$ cat config.mk
export PLATFORM = sky130hd
export DESIGN_NAME = stream_delimiter_splitter_core
export DESIGN_NICKNAME = d
export VERILOG_FILES = /design/src/sds_pkg.sv /design/src/sds_cell.sv /design/src/sds_desc_fifo.sv /design/src/sds_expander.sv /design/src/stream_delimiter_splitter_core.sv
export SDC_FILE = /design/constraint.sdc
export NUM_CORES = 1
export LEC_CHECK = 0
export BUFFER_PORTS_ARGS = -buffer_cell sky130_fd_sc_hd__buf_2
export CAP_MARGIN = 20
export CORE_MARGIN = 3
export CORE_UTILIZATION = 40
export CTS_BUF_LIST = sky130_fd_sc_hd__clkbuf_16
export DETAILED_ROUTE_END_ITERATION = 8
export GPL_ROUTABILITY_DRIVEN = 0
export PLACE_DENSITY_LB_ADDON = 0.08
export SYNTH_ARGS = -nofsm -noshare
export SYNTH_HDL_FRONTEND = slang
export SYNTH_SLANG_ARGS = --single-unit
$ cat constraint.sdc
create_clock -name clk -period 7.87 [get_ports clk]
set_input_delay 2.361 -clock clk [delete_from_list [all_inputs] [get_ports clk]]
set_output_delay 2.361 -clock clk [all_outputs]
set_load 0.02 [all_outputs]
$ cat src/sds_pkg.sv
// Shared types and constants for the stream delimiter splitter.
package sds_pkg;

	localparam int MAX_DELIM_LEN = 8;
	// Delimiter length and byte counts must hold MAX_DELIM_LEN itself.
	localparam int LEN_W = $clog2(MAX_DELIM_LEN + 1);
	// The window never holds a full delimiter between items, so it needs one code less.
	localparam int FILL_W = $clog2(MAX_DELIM_LEN);
	localparam int DESC_DEPTH = 4;
	localparam int DESC_PTR_W = $clog2(DESC_DEPTH);
	localparam int DESC_CNT_W = $clog2(DESC_DEPTH + 1);
	localparam int PADDR_W = 5;
	localparam int PDATA_W = 64;

	typedef logic [7:0] byte_t;
	typedef byte_t [MAX_DELIM_LEN-1:0] row_t;

	typedef enum logic [1:0] {
		REG_DELIM_BYTES = 2'd0,
		REG_DELIM_LEN   = 2'd1,
		REG_KEEP        = 2'd2
	} reg_idx_t;

	// Everything one request produces, packed so the expander can replay it.
	typedef struct packed {
		row_t             bytes;
		logic [LEN_W-1:0] n_content;
		logic             match;
		logic [LEN_W-1:0] n_keep;
		logic             last;
	} desc_t;

	typedef struct packed {
		byte_t out_byte;
		logic  out_has_byte;
		logic  segment_kind;
		logic  segment_end;
		logic  stream_end;
		logic  burst_last;
	} res_t;

endpackage

$ cat src/sds_cell.sv
// One window cell: holds a byte and compares it against the delimiter at every alignment.
module sds_cell (
	input  logic              clk,
	input  logic              arst_n,
	input  sds_pkg::byte_t    new_byte,
	input  logic              take_new,
	input  logic              load,
	input  sds_pkg::byte_t    next_byte,
	input  sds_pkg::row_t     dview,
	output sds_pkg::byte_t    p_byte,
	output logic [sds_pkg::MAX_DELIM_LEN-1:0] eq
);
	import sds_pkg::*;

	byte_t w_q;

	// The cell at the write position sees the incoming byte in place of its own.
	assign p_byte = take_new ? new_byte : w_q;

	always_comb begin
		for (int k = 0; k < MAX_DELIM_LEN; k++) begin
			eq[k] = (p_byte == dview[k]);
		end
	end

	always_ff @(posedge clk or negedge arst_n) begin
		if (!arst_n) begin
			w_q <= '0;
		end else if (load) begin
			w_q <= next_byte;
		end
	end

endmodule

$ cat src/sds_desc_fifo.sv
// Small queue of per-request descriptors between the window and the expander.
module sds_desc_fifo (
	input  logic           clk,
	input  logic           arst_n,
	input  logic           push,
	input  sds_pkg::desc_t push_data,
	output logic           full,
	input  logic           pop,
	output logic           avail,
	output sds_pkg::desc_t head_data
);
	import sds_pkg::*;

	desc_t                 mem [DESC_DEPTH];
	logic [DESC_PTR_W-1:0] wr_ptr_q;
	logic [DESC_PTR_W-1:0] rd_ptr_q;
	logic [DESC_CNT_W-1:0] count_q;

	assign full      = (count_q == DESC_CNT_W'(DESC_DEPTH));
	assign avail     = (count_q != '0);
	assign head_data = mem[rd_ptr_q];

	always_ff @(posedge clk) begin
		if (push) begin
			mem[wr_ptr_q] <= push_data;
		end
	end

	always_ff @(posedge clk or negedge arst_n) begin
		if (!arst_n) begin
			wr_ptr_q <= '0;
			rd_ptr_q <= '0;
			count_q  <= '0;
		end else begin
			if (push) begin
				wr_ptr_q <= (wr_ptr_q == DESC_PTR_W'(DESC_DEPTH - 1)) ? '0 : wr_ptr_q + 1'b1;
			end
			if (pop) begin
				rd_ptr_q <= (rd_ptr_q == DESC_PTR_W'(DESC_DEPTH - 1)) ? '0 : rd_ptr_q + 1'b1;
			end
			case ({push, pop})
				2'b10:   count_q <= count_q + 1'b1;
				2'b01:   count_q <= count_q - 1'b1;
				default: count_q <= count_q;
			endcase
		end
	end

endmodule

$ cat src/sds_expander.sv
// Replays one descriptor as a burst of results, one per cycle unless the output stalls, shifting its bytes out.
module sds_expander (
	input  logic           clk,
	input  logic           arst_n,
	input  logic           desc_avail,
	input  sds_pkg::desc_t desc,
	output logic           desc_pop,
	output logic           out_valid,
	input  logic           out_stall,
	output sds_pkg::res_t  res
);
	import sds_pkg::*;

	typedef enum logic [1:0] {
		PH_CONTENT,
		PH_MARK,
		PH_KEEP,
		PH_FINAL
	} phase_t;

	logic             busy_q;
	row_t             row_q;
	logic [LEN_W-1:0] nc_q;
	logic             mark_q;
	logic [LEN_W-1:0] nk_q;
	logic             last_q;

	phase_t phase;
	logic   more;
	logic   adv;
	logic   done;
	logic   load;

	always_comb begin
		if (nc_q != '0) begin
			phase = PH_CONTENT;
		end else if (mark_q) begin
			phase = PH_MARK;
		end else if (nk_q != '0) begin
			phase = PH_KEEP;
		end else begin
			phase = PH_FINAL;
		end

		res = '0;
		case (phase)
			PH_CONTENT: begin
				res.out_byte     = row_q[0];
				res.out_has_byte = 1'b1;
				more = (nc_q != LEN_W'(1)) || mark_q || (nk_q != '0) || last_q;
			end
			PH_MARK: begin
				res.segment_end = 1'b1;
				more = (nk_q != '0) || last_q;
			end
			PH_KEEP: begin
				res.out_byte     = row_q[0];
				res.out_has_byte = 1'b1;
				res.segment_kind = 1'b1;
				res.segment_end  = (nk_q == LEN_W'(1));
				more = (nk_q != LEN_W'(1)) || last_q;
			end
			default: begin
				res.segment_end = 1'b1;
				res.stream_end  = 1'b1;
				more = 1'b0;
			end
		endcase
		res.burst_last = !more;
	end

	assign out_valid = busy_q;
	assign adv       = busy_q && !out_stall;
	assign done      = adv && !more;
	assign load      = desc_avail && (!busy_q || done);
	assign desc_pop  = load;

	always_ff @(posedge clk or negedge arst_n) begin
		if (!arst_n) begin
			busy_q <= 1'b0;
			nc_q   <= '0;
			mark_q <= 1'b0;
			nk_q   <= '0;
			last_q <= 1'b0;
		end else if (load) begin
			busy_q <= 1'b1;
			nc_q   <= desc.n_content;
			mark_q <= desc.match;
			nk_q   <= desc.n_keep;
			last_q <= desc.last;
		end else if (done) begin
			busy_q <= 1'b0;
			nc_q   <= '0;
			mark_q <= 1'b0;
			nk_q   <= '0;
			last_q <= 1'b0;
		end else if (adv) begin
			case (phase)
				PH_CONTENT: nc_q <= nc_q - 1'b1;
				PH_MARK:    mark_q <= 1'b0;
				PH_KEEP:    nk_q <= nk_q - 1'b1;
				default:    last_q <= 1'b0;
			endcase
		end
	end

	always_ff @(posedge clk) begin
		if (load) begin
			row_q <= desc.bytes;
		end else if (adv && (phase == PH_CONTENT || phase == PH_KEEP)) begin
			row_q <= row_t'(row_q >> 8);
		end
	end

endmodule

$ cat src/stream_delimiter_splitter_core.sv
// Top level of the stream delimiter splitter: window cells, descriptor queue and expander.
//
// The block cuts a byte stream into segments at a delimiter of 1 to 8 bytes, matching
// leftmost and without overlap. A row of eight window cells holds the bytes that could still
// start a delimiter; every cell compares its byte against the delimiter at all alignments in
// parallel, so each incoming request is resolved in the cycle it is accepted and a new request
// can be taken every cycle. What a request produces (released content bytes, a close mark,
// the delimiter bytes in keep mode, the stream-end flush and final mark) is packed into one
// descriptor and queued in a four-entry queue. The expander then replays each descriptor as
// results, exactly one result per cycle unless the output stalls, and a request whose byte
// stays in the window yields none. The first result of a request passes through the
// descriptor queue and the expander registers before it appears. The input stalls only when the
// descriptor queue is full, which happens when bursts arrive faster than the output drains.
// Registers sit at byte addresses 0 (delimiter bytes, first byte in bits 7:0), 8 (delimiter
// length; 0 acts as 1 and values above 8 act as 8) and 16 (keep delimiters); they should be
// written only while no request is in flight. Bytes still held in the window when the
// delimiter changes are re-examined against the new delimiter on the next byte.
module stream_delimiter_splitter_core (
	input  logic                         clk,
	input  logic                         arst_n,
	// Input channel
	input  logic                         in_valid,
	output logic                         in_stall,
	input  logic [7:0]                   data_byte,
	input  logic                         byte_valid,
	input  logic                         stream_last,
	// Output channel
	output logic                         out_valid,
	input  logic                         out_stall,
	output logic [7:0]                   out_byte,
	output logic                         out_has_byte,
	output logic                         segment_kind,
	output logic                         segment_end,
	output logic                         stream_end,
	output logic                         burst_last,
	// Configuration port
	input  logic                         psel,
	input  logic                         penable,
	input  logic                         pwrite,
	input  logic [sds_pkg::PADDR_W-1:0]  paddr,
	input  logic [sds_pkg::PDATA_W-1:0]  pwdata,
	output logic [sds_pkg::PDATA_W-1:0]  prdata,
	output logic                         pready
);
	import sds_pkg::*;

	// Configuration registers.
	logic [PDATA_W-1:0] delim_bytes_q;
	logic [LEN_W-1:0]   delim_len_q;
	logic               keep_q;

	logic               cfg_wr;
	reg_idx_t           cfg_idx;
	logic [LEN_W-1:0]   len_eff;
	row_t               delim_row;

	// Window state.
	logic [FILL_W-1:0]  fill_q;
	row_t               p_row;
	row_t               next_row;
	row_t               dview_a [MAX_DELIM_LEN];
	logic [MAX_DELIM_LEN-1:0] eq_m [MAX_DELIM_LEN];
	logic [MAX_DELIM_LEN-1:0] take_new;
	logic               win_load;

	logic               in_acc;
	logic [LEN_W-1:0]   f;
	logic [MAX_DELIM_LEN-1:0] cand;
	logic [LEN_W-1:0]   k_sel;
	logic [LEN_W-1:0]   rem;
	logic               hit;
	logic [LEN_W-1:0]   nc;
	desc_t              push_desc;
	logic               push;

	logic               fifo_full;
	logic               fifo_avail;
	desc_t              head_desc;
	logic               fifo_pop;
	res_t               res;

	// APB register file. The register index is taken from the address bits above the
	// 8-byte lane; index values beyond the list are ignored on write and read as zero.
	assign pready  = 1'b1;
	assign cfg_wr  = psel && penable && pwrite;
	assign cfg_idx = reg_idx_t'(paddr[PADDR_W-1:3]);

	always_ff @(posedge clk or negedge arst_n) begin
		if (!arst_n) begin
			delim_bytes_q <= '0;
			delim_len_q   <= LEN_W'(1);
			keep_q        <= 1'b0;
		end else if (cfg_wr) begin
			case (cfg_idx)
				REG_DELIM_BYTES: delim_bytes_q <= pwdata;
				REG_DELIM_LEN:   delim_len_q <= pwdata[LEN_W-1:0];
				REG_KEEP:        keep_q <= pwdata[0];
				default:         ;
			endcase
		end
	end

	always_comb begin
		case (cfg_idx)
			REG_DELIM_BYTES: prdata = delim_bytes_q;
			REG_DELIM_LEN:   prdata = PDATA_W'(delim_len_q);
			REG_KEEP:        prdata = PDATA_W'(keep_q);
			default:         prdata = '0;
		endcase
	end

	// A length of zero behaves as one byte and anything above the window depth as the full depth.
	assign len_eff = (delim_len_q == '0) ? LEN_W'(1) :
		(delim_len_q > LEN_W'(MAX_DELIM_LEN)) ? LEN_W'(MAX_DELIM_LEN) : delim_len_q;
	assign delim_row = row_t'(delim_bytes_q);

	assign in_acc   = in_valid && !in_stall;
	assign in_stall = fifo_full;

	// The window cells. Cell j compares its byte against delimiter byte j-k for every
	// candidate start offset k up to j; offsets beyond j do not involve this cell.
	for (genvar j = 0; j < MAX_DELIM_LEN; j++) begin : g_cell
		for (genvar k = 0; k < MAX_DELIM_LEN; k++) begin : g_view
			if (k <= j) begin : g_on
				assign dview_a[j][k] = delim_row[j-k];
			end else begin : g_off
				assign dview_a[j][k] = '0;
			end
		end

		assign take_new[j] = byte_valid && (fill_q == FILL_W'(j));

		sds_cell u_cell (
			.clk       (clk),
			.arst_n    (arst_n),
			.new_byte  (data_byte),
			.take_new  (take_new[j]),
			.load      (win_load),
			.next_byte (next_row[j]),
			.dview     (dview_a[j]),
			.p_byte    (p_row[j]),
			.eq        (eq_m[j])
		);
	end

	// Window resolution. With the new byte written in, the window holds f bytes. The
	// smallest offset k whose tail still reads as a delimiter prefix of at most len_eff bytes
	// decides everything: the k bytes in front are content, and a tail of exactly len_eff
	// bytes is a complete delimiter.
	always_comb begin
		logic all_eq;

		f = LEN_W'(fill_q) + LEN_W'(byte_valid);
		cand = '0;
		for (int k = 0; k < MAX_DELIM_LEN; k++) begin
			all_eq = 1'b1;
			for (int j = 0; j < MAX_DELIM_LEN; j++) begin
				if (j >= k && LEN_W'(j) < f) begin
					all_eq = all_eq & eq_m[j][k];
				end
			end
			cand[k] = (LEN_W'(k) >= f) || (((f - LEN_W'(k)) <= len_eff) && all_eq);
		end

		k_sel = LEN_W'(MAX_DELIM_LEN);
		for (int k = MAX_DELIM_LEN - 1; k >= 0; k--) begin
			if (cand[k]) begin
				k_sel = LEN_W'(k);
			end
		end

		rem = f - k_sel;
		hit = byte_valid && (rem == len_eff);

		// Content bytes always form a prefix of the window: the released ones, plus at the
		// end of a stream without a match the bytes that are flushed.
		if (hit) begin
			nc = k_sel;
		end else if (stream_last) begin
			nc = f;
		end else if (byte_valid) begin
			nc = k_sel;
		end else begin
			nc = '0;
		end

		// Surviving bytes move down by k_sel cells.
		for (int j = 0; j < MAX_DELIM_LEN; j++) begin
			next_row[j] = '0;
			for (int s = 0; s < MAX_DELIM_LEN; s++) begin
				if (k_sel == LEN_W'(s) && (j + s) < MAX_DELIM_LEN) begin
					next_row[j] = p_row[(j + s) % MAX_DELIM_LEN];
				end
			end
		end
	end

	assign win_load = in_acc && byte_valid && !hit && !stream_last;

	always_ff @(posedge clk or negedge arst_n) begin
		if (!arst_n) begin
			fill_q <= '0;
		end else if (in_acc) begin
			if (hit || stream_last) begin
				fill_q <= '0;
			end else if (byte_valid) begin
				fill_q <= rem[FILL_W-1:0];
			end
		end
	end

	// A request that produces no result (a byte held in the window, or a bare item without
	// an end mark) does not enter the queue.
	assign push_desc.bytes     = p_row;
	assign push_desc.n_content = nc;
	assign push_desc.match     = hit;
	assign push_desc.n_keep    = (hit && keep_q) ? len_eff : '0;
	assign push_desc.last      = stream_last;
	assign push = in_acc && ((nc != '0) || hit || stream_last);

	sds_desc_fifo u_fifo (
		.clk       (clk),
		.arst_n    (arst_n),
		.push      (push),
		.push_data (push_desc),
		.full      (fifo_full),
		.pop       (fifo_pop),
		.avail     (fifo_avail),
		.head_data (head_desc)
	);

	sds_expander u_exp (
		.clk        (clk),
		.arst_n     (arst_n),
		.desc_avail (fifo_avail),
		.desc       (head_desc),
		.desc_pop   (fifo_pop),
		.out_valid  (out_valid),
		.out_stall  (out_stall),
		.res        (res)
	);

	assign out_byte     = res.out_byte;
	assign out_has_byte = res.out_has_byte;
	assign segment_kind = res.segment_kind;
	assign segment_end  = res.segment_end;
	assign stream_end   = res.stream_end;
	assign burst_last   = res.burst_last;

	// The closing mark of a stream is a pure mark and always ends its burst.
	assert property (@(posedge clk) disable iff (!arst_n)
		out_valid && stream_end |-> burst_last && segment_end && !out_has_byte)
		else $error("stream end result is not a closing mark at the end of its burst");

	// A mark never carries a byte value.
	assert property (@(posedge clk) disable iff (!arst_n)
		out_valid && !out_has_byte |-> out_byte == '0)
		else $error("mark result carries a nonzero byte");

	// Ending a stream or completing a delimiter empties the window.
	assert property (@(posedge clk) disable iff (!arst_n)
		in_acc && (stream_last || hit) |=> fill_q == '0)
		else $error("window not emptied after match or stream end");

	// Every request that ends a stream leaves work for the expander.
	assert property (@(posedge clk) disable iff (!arst_n)
		in_acc && stream_last |=> fifo_avail || out_valid)
		else $error("stream end request produced no results");

endmodule
==> run_results.csv, run 1 <==
group,metric,value,unit
worst_setup_path,worstPathRequired,8.20,ns
final_layout,final_cells,3896,
global_routing,grt-ovfl-total,0,
floorplan,start_util,0.405,
clock_network,path_clk_slew,0.06,ns
worst_setup_path,path_class,"in -> reg",
placement,io_buffer_count,161,
power,comb_power_share,0.478,
final_layout,diodes,0,
clock_network,cts_buffers,58,
timing,worstMarginPinSlew,1.13,ns
min_path,whs_path_depth,1,
worst_setup_path,critPathMaxFanout,14,
synth,synth_edf_count,360,
synth,ys_async_sr_fraction,0.300,
synth,synth_ff_type,"edfxtp_1",
power,finalPower,14.3,mW
synth,seq_area_frac_synth,0.495,
timing,fin_worst_skew,0.0225,ns
clock_network,htreeDepth,2,
clock_network,cts_tree,"built",
final_layout,final_cell_mix,"edfxtp_1, buf_4, xnor2_1, buf_2, xor2_1",
run,max_cap_viol_count,0,
timing,setup_viol,0,
detailed_routing,dr.pass1.iters,7,
placement,hpwl,76300,µm
clock_network,clk-insertion-delay-late,0.63,ns
detailed_routing,vias,23100,
worst_setup_path,r2r_slack,1.10,ns
placement,postPlaceCellArea,0.0333,mm²
min_path,min_path_type,"reg -> reg",
clock_network,cts_root_buf,"clkbuf_16",
floorplan,dieArea,0.0774,mm²
worst_setup_path,rr_worst_depth,30,
final_layout,area_growth,21.3,%
worst_setup_path,path_buf_inv,9,
timing,slew_headroom,0.240,
detailed_routing,wl,109000,µm
detailed_routing,routedWlPerCell,27.9,µm
final_layout,fin_nets,3032,
floorplan,die_h,278,µm
worst_setup_path,cpLargestDelayFamily,"compound AO/OA/AOI/OAI gates",
synth,yosys-top-cells-area,"edfxtp_1, dfrtp_1, mux4_2",
min_path,hold_start,"u_fifo.count_q[2]$_DFFE_PN0P_",
power,p_leak,14.0,nW
clock_network,holdBufCountCts,0,
power,pwr-share-clk,0.186,
power,irDropWorstVdd,217,µV
synth,netlist_area,0.0296,mm²
synth,ys_types,98,
global_routing,grt_pass1_vias,23400,
synth,synth.ff_latch_count,514,
timing,fmax,0.130,GHz
detailed_routing,first_iter_violations,2492,
worst_setup_path,crit_top_cell,"ha_4",
synth,synth_top_area_frac,0.365,
synth,yosys_warnings,0,
worst_setup_path,crit_path_top_delay_cell,"fa_2",
synth,yosysTopAreaCell,"edfxtp_1",
worst_setup_path,rr_startpoint,"fill_q[0]$_DFFE_PN0P_",
final_layout,final_common_cell,"edfxtp_1",
synth,syn_avg_cell_area,11.6,µm²
worst_setup_path,cp-end-kind,"register",
detailed_routing,drtAntennaViolNets,0,
clock_network,clock_sinks,514,
outcome,status,"complete, no violations",
detailed_routing,drc,0,
clock_network,clockBufferDepth,3,
detailed_routing,vias_per_cell,5.93,
placement,place_inst,3753,
floorplan,num_rows,99,
final_layout,drive_gt1_frac,0.298,
floorplan,core_area,0.0732,mm²
timing,drv_slew,0,
power,switchingPower,5.92,mW
global_routing,grt_first_pass_wirelength,158000,µm
global_routing,antenna_found_initial,1,
worst_setup_path,start_kind,"primary input",
power,pwr-share-seq,0.337,
worst_setup_path,crit_arrival,8.03,ns
global_routing,grt_max_degree,75,
timing,finalHoldViolCount,0,
timing,post-route-min-period,7.70,ns
power,swShare,0.415,
worst_setup_path,cpPeakStageDelay,0.42,ns
synth,synthCells,2563,
power,p_int,8.35,mW
timing,post-route-period-util,0.979,
floorplan,die_w,278,µm
final_layout,stdcell_area,0.0359,mm²
power,p_per_area,397,mW/mm²
floorplan,io_pins,166,
worst_setup_path,r2r_end,"u_fifo.mem[1][69]$_DFFE_PP_",
synth,synth_nets,2706,
min_path,hold_end,"u_fifo.count_q[2]$_DFFE_PN0P_",
global_routing,track_usage,0.272,
kinds of logic (layout without fill, tap and decap cells):
kind of cell / count (synthesis) / after routing / share of synthesized area
other: 1 / 1 / 0.000127
adder cells (fa/ha/maj): 57 / 57 / 0.0246
XOR/XNOR: 318 / 318 / 0.0940
AND/OR/NAND/NOR: 573 / 574 / 0.105
buffers and inverters: 352 / 725 / 0.0482
flip-flops: 514 / 514 / 0.495
multiplexers: 235 / 235 / 0.116
AO/OA/AOI/OAI: 513 / 513 / 0.117
through the flow:
step	setup WS (ns)	setup TNS, ns	hold WS [ns]	utilization
finish	0.167	0	0.501	0.491
detailed placement	-0.807	-211.63	0.493	0.455
CTS	0.00408	0	0.501	0.482
global placement	-0.775	-193.66	0.484	0.455
global route	-0.0438	-2.69	0.520	0.491
floorplan	-0.217	-64.42	0.464	-
flip-flops by register name, indices dropped and copies added (netlist names):
signal	cells
g_cell.u_cell.w_q	64
u_fifo.count_q	3
u_fifo.wr_ptr_q	2
u_exp.last_q	1
delim_len_q	4
u_exp.nc_q	4
u_exp.row_q	64
u_exp.out_valid	1
u_fifo.mem	296
keep_q	1
u_exp.mark_q	1
delim_bytes_q	64
u_fifo.rd_ptr_q	2
u_exp.nk_q	4
fill_q	3
power by group through the flow:
| stage | clock, mW | combinational [mW] | sequential, mW |
|---|---|---|---|
| after floorplan | 0 | 4.47 | 4.13 |
| after global placement | 0 | 6.27 | 4.83 |
| after detailed placement | 0 | 6.38 | 4.86 |
| after CTS | 2.72 | 6.45 | 4.80 |
| after global routing | 2.83 | 7.27 | 4.88 |
| final | 2.65 | 6.82 | 4.81 |
routing by layer:
| layer | vias to the layer above | part of all wire | GRT usage |
|---|---|---|---|
| met3 | 329 | 0.078 | 0.0456 |
| met2 | 1201 | 0.46 | 0.436 |
| met1 | 11500 | 0.41 | 0.366 |
| li1 | 10100 | - | - |
| met4 | 2 | 0.050 | 0.117 |
| met5 | - | 0.00018 | 0 |
how the worst max path moves through the flow:
stage / slack (ns) / from / cells after the start / to
final: 0.17 / byte_valid / 32 / u_fifo.mem[1][69]$_DFFE_PP_
after global routing: -0.04 / byte_valid / 35 / u_fifo.count_q[2]$_DFFE_PN0P_
after CTS: 0.004 / byte_valid / 33 / u_fifo.count_q[2]$_DFFE_PN0P_
after detailed placement: -0.81 / byte_valid / 34 / u_fifo.count_q[2]$_DFFE_PN0P_
after global placement: -0.78 / byte_valid / 34 / u_fifo.count_q[2]$_DFFE_PN0P_
after floorplan: -0.22 / byte_valid / 26 / u_fifo.mem[0][0]$_DFFE_PP_
final cells by class:
| cell class | instances | area, µm² |
|---|---|---|
| clock inverter | 49 | 394 |
| tap | 959 | 1200 |
| multi-input combinational | 1698 | 14000 |
| inverter | 125 | 483 |
| sequential | 514 | 14700 |
| clock buffer | 59 | 1480 |
| fill | 6554 | 37300 |
| timing repair buffer | 492 | 3710 |
what timing repair did:
item / CTS / global route
gates cloned: 0 / 9
pin swaps: 6 / 38
setup buffers: 6 / 18
resized for setup: 7 / 58
setup endpoints to repair: 88 / 299
worst reg2reg max path: cells and delay by family (launching register included):
family,cells,cell delay [ns]
adder cells (fa/ha/maj),4,1.48
XOR/XNOR,2,0.33
flip-flops,1,0.83
AO/OA/AOI/OAI,6,1.29
AND/OR/NAND/NOR,8,1.37
buffers and inverters,10,1.16
cell usage after synthesis (all sizes together) (77+ instances only):
master / count
inv: 124
clkbuf: 150
nand2: 126
xnor2: 165
dfrtp: 153
mux2: 123
edfxtp: 360
o21ai: 123
nor2: 93
a21oi: 95
buf: 77
xor2: 153
(Power assumes the default switching activity.)
==> inputs of run 2 (changes only) <==
--- a/config.mk
+++ b/config.mk
@@ -5,14 +5,15 @@
 export SDC_FILE = /design/constraint.sdc
 export NUM_CORES = 1
 export LEC_CHECK = 0
-export BUFFER_PORTS_ARGS = -buffer_cell sky130_fd_sc_hd__buf_2
+export BUFFER_PORTS_ARGS = -buffer_cell sky130_fd_sc_hd__buf_4
 export CAP_MARGIN = 20
 export CORE_MARGIN = 3
 export CORE_UTILIZATION = 40
-export CTS_BUF_LIST = sky130_fd_sc_hd__clkbuf_16
+export CTS_BUF_LIST = sky130_fd_sc_hd__clkbuf_8
 export DETAILED_ROUTE_END_ITERATION = 8
 export GPL_ROUTABILITY_DRIVEN = 0
 export PLACE_DENSITY_LB_ADDON = 0.08
 export SYNTH_ARGS = -nofsm -noshare
 export SYNTH_HDL_FRONTEND = slang
+export SYNTH_HIERARCHICAL = 1
 export SYNTH_SLANG_ARGS = --single-unit
==> run 2 against run 1 <==
  * Clock skew increased by 0.023 ns
  * Count of clock-buffer cells in the layout increased by 45
  * Global-route usage decreased by 4.1 points
  * Sequential share of layout area increased by 1.2 points
  * Non-clock buffer count decreased by 105
  * Highest routed layer is now met4
  * Via count decreased by 13%
  * Cell count decreased by 6.0%
  * Critical path type unchanged
  * Register-to-register slack improved by 0.43 ns
  * Worst setup slack improved by 0.21 ns
  * Design area decreased by 2.9%
  * Sequential power decreased by 10%
  * Largest power group unchanged
  * Largest cell class unchanged
==> run_results.csv, run 2 <==
group,metric,value,unit
timing,fin_worst_skew,0.0451,ns
worst_setup_path,r2r_end,"u_fifo/count_q[2]$_DFFE_PN0P_",
power,switchingPower,4.76,mW
final_layout,drive_gt1_frac,0.319,
worst_setup_path,worstPathRequired,8.49,ns
worst_setup_path,start_kind,"primary input",
detailed_routing,drc,0,
final_layout,largest_register_ffs,296,
final_layout,finish.utilization,0.486,
detailed_routing,dr_wl_met2,41900,µm
worst_setup_path,crit_path_top_delay_cell,"fa_1",
min_path,hold_start,"u_fifo/count_q[2]$_DFFE_PN0P_",
floorplan,dieArea,0.0762,mm²
worst_setup_path,cpPeakStageDelay,0.44,ns
power,comb_power_share,0.439,
synth,syn_avg_cell_area,12.9,µm²
power,p_leak,13.9,nW
placement,hpwl,62500,µm
detailed_routing,route.met3.wl,5190,µm
worst_setup_path,cpLargestDelayFamily,"adder cells",
detailed_routing,routedWlPerCell,24.1,µm
placement,postPlaceCellArea,0.0330,mm²
min_path,whs_path_depth,1,
global_routing,grt_max_degree,84,
min_path,min_path_type,"reg -> reg",
final_layout,largest_register,"u_fifo/mem",
synth,synth_nets,2408,
timing,drv_slew,0,
timing,rsz0062_at_grt,"false",
floorplan,die_h,276,µm
detailed_routing,drtAntennaViolNets,0,
min_path,hold_end,"u_fifo/count_q[2]$_DFFE_PN0P_",
worst_setup_path,crit_top_cell,"ha_1",
timing,slew_headroom,0.343,
worst_setup_path,path_class,"in -> reg",
floorplan,core_area,0.0719,mm²
worst_setup_path,r2r_slack,1.53,ns
floorplan,num_rows,98,
timing,fmax,0.133,GHz
global_routing,grt_pass1_vias,20900,
worst_setup_path,critPathMaxFanout,7,
clock_network,htreeDepth,3,
worst_setup_path,crit_arrival,8.12,ns
clock_network,cts_root_buf,"clkbuf_8",
detailed_routing,first_iter_violations,1486,
floorplan,start_util,0.406,
detailed_routing,vias,20000,
timing,post-route-min-period,7.49,ns
detailed_routing,dr.pass1.iters,6,
final_layout,stdcell_area,0.0349,mm²
final_layout,area_growth,19.7,%
detailed_routing,vias_per_cell,5.47,
final_layout,fin_nets,2781,
worst_setup_path,rr_worst_depth,30,
timing,whs,0.493,ns
final_layout,n_fill_cell,6539,
outcome,status,"complete, no violations",
power,swShare,0.387,
placement,io_buffer_count,161,
clock_network,clk-insertion-delay-late,0.71,ns
worst_setup_path,rr_startpoint,"fill_q[2]$_DFFE_PN0P_",
worst_setup_path,cp-end-kind,"register",
power,pwr-share-seq,0.351,
clock_network,post_cts_buffers,0,
worst_setup_path,path_buf_inv,6,
timing,post-route-period-util,0.952,
global_routing,grt-ovfl-total,0,
synth,yosys_warnings,6,
clock_network,clock_sinks,514,
timing,worstMarginPinSlew,0.985,ns
clock_network,path_clk_slew,0.05,ns
floorplan,io_pins,166,
final_layout,final_cell_mix,"buf_4, edfxtp_1, xor2_1, nand2_1, dfrtp_1",
power,p_per_area,352,mW/mm²
final_layout,final_common_cell,"buf_4",
power,p_int,7.53,mW
floorplan,die_w,276,µm
timing,setup_viol,0,
global_routing,grt_first_pass_wirelength,132000,µm
global_routing,track_usage,0.231,
clock_network,holdBufCountCts,0,
detailed_routing,route.top_layer_used,"met4",
power,pwr-share-clk,0.210,
synth,netlist_area,0.0292,mm²
detailed_routing,wl,88100,µm
clock_network,cts_buffers,91,
detailed_routing,drt-met1-wl,38500,µm
clock_network,cts_resized,0,
global_routing,antenna_found_initial,1,
timing,finalHoldViolCount,0,
synth,synthCells,2264,
clock_network,cts_tree,"built",
clock_network,clockBufferDepth,3,
power,irDropWorstVdd,317,µV
run,max_cap_viol_count,0,
run 2: worst max path at each step:
stage                     from                             to  slack [ns]  depth (start not counted)
finish              byte_valid  u_fifo/count_q[2]$_DFFE_PN0P_        0.38                         32
detailed placement  byte_valid  u_fifo/count_q[2]$_DFFE_PN0P_       -0.33                         32
global placement    byte_valid  u_fifo/count_q[2]$_DFFE_PN0P_       -0.30                         32
floorplan           byte_valid     u_fifo/mem[0][0]$_DFFE_PP_        0.04                         24
CTS                 byte_valid  u_fifo/count_q[2]$_DFFE_PN0P_        0.44                         32
global route        byte_valid  u_fifo/count_q[2]$_DFFE_PN0P_       0.004                         32
run 2: metal layers:
layer,global-route usage,vias to the layer above
li1,-,9103
met1,0.310,10100
met2,0.376,644
met3,0.0473,158
met4,0.0760,0
met5,0,-
run 2: power groups by stage:
stage          logic (mW)  registers (mW)  clock network (mW)
6_report             5.39            4.32                2.58
3_3_place_gp         5.26            4.35                   0
3_5_place_dp         5.35            4.38                   0
5_1_grt              5.83            4.40                2.78
2_1_floorplan        3.70            4.08                   0
4_1_cts              5.38            4.33                2.67
run 2: stage by stage:
stage	instances	setup TNS, ns	setup WS, ns	power [mW]
6_report	3662	0	0.377	12.3
2_1_floorplan	2264	0	0.0370	7.78
3_3_place_gp	3493	-70.16	-0.303	9.61
5_1_grt	3662	0	0.00377	13.0
4_1_cts	3661	0	0.438	12.4
3_5_place_dp	3494	-67.50	-0.326	9.73
run 2: layout make-up:
class / instances / area, µm² / share of cell area
diodes: 1 / 2.50 / 0.0000717
repair buffers: 387 / 3200 / 0.0916
multi-input cells: 1541 / 13500 / 0.388
inverters: 102 / 388 / 0.0111
clock buffers: 104 / 1430 / 0.0410
flip-flops and latches: 514 / 14700 / 0.420
well taps: 950 / 1190 / 0.0341
clock inverters: 63 / 473 / 0.0136
==> inputs of run 3 (changes only) <==
==> constraint.sdc (replaced) <==
create_clock -name clk -period 7.87 [get_ports clk]
set_input_delay 1.574 -clock clk [delete_from_list [all_inputs] [get_ports clk]]
set_output_delay 1.574 -clock clk [all_outputs]
set_load 0.02 [all_outputs]
==> run 3 against run 2 <==
  * Combinational power decreased by 7.2%
  * Sequential cell count unchanged
  * Routed wire length decreased by 1.8%
  * Utilization decreased by 2.0 points
  * Total power decreased by 5.0%
  * Critical endpoint unchanged
  * Critical path depth decreased by 3
  * Largest power group unchanged
  * First-iteration DRC count increased by 2.6%
==> run_results.csv, run 3 (same netlist as run 2, synthesis figures left out) <==
group,metric,value,unit
outcome,status,"complete, no violations",
detailed_routing,dr.pass1.iters,5,
placement,place_inst,3354,
final_layout,fin_nets,2640,
final_layout,finish.utilization,0.465,
timing,fin_worst_skew,0.0357,ns
floorplan,die_h,276,µm
final_layout,largest_register,"u_fifo/mem",
worst_setup_path,startpoint,"byte_valid",
clock_network,cts_root_buf,"clkbuf_8",
worst_setup_path,path_buf_inv,4,
clock_network,path_clk_slew,0.06,ns
timing,drv_slew,0,
worst_setup_path,start_kind,"primary input",
min_path,hold_end,"u_fifo/count_q[1]$_DFFE_PN0P_",
worst_setup_path,cpLargestDelayFamily,"simple AND/OR/NAND/NOR gates",
detailed_routing,drc,0,
global_routing,grt-ovfl-total,0,
clock_network,cts_buffers,90,
worst_setup_path,worstPathRequired,8.48,ns
clock_network,holdBufCountCts,0,
power,p_leak,13.1,nW
floorplan,io_pins,166,
timing,slew_headroom,0.308,
global_routing,grt_pass1_vias,20600,
min_path,hold_start,"u_fifo/count_q[1]$_DFFE_PN0P_",
final_layout,final_common_cell,"edfxtp_1",
timing,worstMarginPinSlew,1.04,ns
detailed_routing,vias_per_cell,5.54,
clock_network,clockBufferDepth,3,
floorplan,die_w,276,µm
final_layout,n_fill_cell,6675,
detailed_routing,route.top_layer_used,"met4",
final_layout,drive_gt1_frac,0.277,
clock_network,cts_tree,"built",
timing,post-route-min-period,6.93,ns
timing,whs,0.505,ns
worst_setup_path,crit_arrival,7.54,ns
floorplan,core_area,0.0719,mm²
run,max_cap_viol_count,0,
timing,rsz0062_at_grt,"false",
min_path,whs_path_depth,2,
power,p_per_area,349,mW/mm²
detailed_routing,dr_wl_met2,41300,µm
floorplan,dieArea,0.0762,mm²
detailed_routing,wl,86600,µm
worst_setup_path,path_class,"in -> reg",
global_routing,grt_max_degree,85,
floorplan,start_util,0.406,
worst_setup_path,crit_path_top_delay_cell,"fa_1",
power,irDropWorstVdd,254,µV
global_routing,track_usage,0.228,
worst_setup_path,r2r_slack,1.30,ns
timing,post-route-period-util,0.881,
final_layout,largest_register_ffs,296,
detailed_routing,routedWlPerCell,24.6,µm
worst_setup_path,rr_startpoint,"fill_q[2]$_DFFE_PN0P_",
timing,finalHoldViolCount,0,
detailed_routing,route.met3.wl,4940,µm
worst_setup_path,cp-end-kind,"register",
detailed_routing,drt-met1-wl,38200,µm
clock_network,htreeDepth,3,
timing,setup_viol,0,
min_path,min_path_type,"reg -> reg",
worst_setup_path,rr_worst_depth,28,
worst_setup_path,r2r_end,"u_fifo/count_q[2]$_DFFE_PN0P_",
global_routing,grt_first_pass_wirelength,130000,µm
detailed_routing,drtAntennaViolNets,0,
floorplan,num_rows,98,
final_layout,area_growth,14.6,%
worst_setup_path,cpPeakStageDelay,0.43,ns
clock_network,cts_resized,0,
final_layout,final_cells,3515,
worst_setup_path,critPathMaxFanout,9,
clock_network,clk-insertion-delay-late,0.71,ns
placement,io_buffer_count,161,
global_routing,antenna_found_initial,1,
detailed_routing,vias,19500,
clock_network,post_cts_buffers,0,
timing,fmax,0.144,GHz
detailed_routing,first_iter_violations,1525,
final_layout,final_cell_mix,"edfxtp_1, xor2_1, buf_4, nand2_1, dfrtp_1",
clock_network,clock_sinks,514,
power,finalPower,11.7,mW
worst_setup_path,crit_top_cell,"xor2_1",
placement,hpwl,59900,µm
run 3: changes by cell type in the layout (fill, tap and decap cells not counted), sizes merged:
cell	previous run	this run
buf	387	247
inv	131	134
bufinv	6	3
clkbuf	104	95
clkinv	27	29
run 3: cell type report:
type	instances	area, µm²	share of cell area
Sequential cell	514	14700	0.439
Multi-Input combinational cell	1541	13500	0.404
Timing Repair Buffer	247	1960	0.0586
Clock buffer	95	1310	0.0391
Tap cell	950	1190	0.0356
Clock inverter	65	404	0.0121
Inverter	102	388	0.0116
Antenna cell	1	2.50	0.0000749
run 3: metrics by stage:
step / TNS, ns / area, µm² / setup slack (ns)
4_1_cts: 0 / 33400 / 0.989
6_report: 0 / 33400 / 0.938
2_1_floorplan: -15.60 / 29200 / -0.0561
3_5_place_dp: 0 / 31700 / 0.253
3_3_place_gp: 0 / 31700 / 0.312
5_1_grt: 0 / 33400 / 0.500
run 3: where the power goes:
| part | switching (mW) | internal, mW | leakage [nW] |
|---|---|---|---|
| logic | 2.92 | 2.09 | 6.76 |
| clock network | 1.14 | 1.23 | 0.988 |
| registers | 0.601 | 3.70 | 5.33 |
| total | 4.66 | 7.02 | 13.1 |
run 3: how the worst max path moves through the flow:
stage / to / cells past startpoint
floorplan: u_fifo/mem[3][0]$_DFFE_PP_ / 26
global placement: u_fifo/count_q[2]$_DFFE_PN0P_ / 32
detailed placement: u_fifo/count_q[2]$_DFFE_PN0P_ / 32
CTS: u_fifo/count_q[2]$_DFFE_PN0P_ / 32
global route: u_fifo/count_q[1]$_DFFE_PN0P_ / 30
finish: u_fifo/count_q[2]$_DFFE_PN0P_ / 29
run 3: routing by layer:
layer / up-vias / GRT usage
met5: - / 0
met1: 9902 / 0.306
li1: 8805 / -
met2: 619 / 0.372
met3: 142 / 0.0436
met4: 0 / 0.0733
run 3: tightest hold or removal path, stage by stage, from the launching register on:
cell	delay [ns]
dfrtp_1	0.35
nand2_1	0.05
o21ai_0	0.06
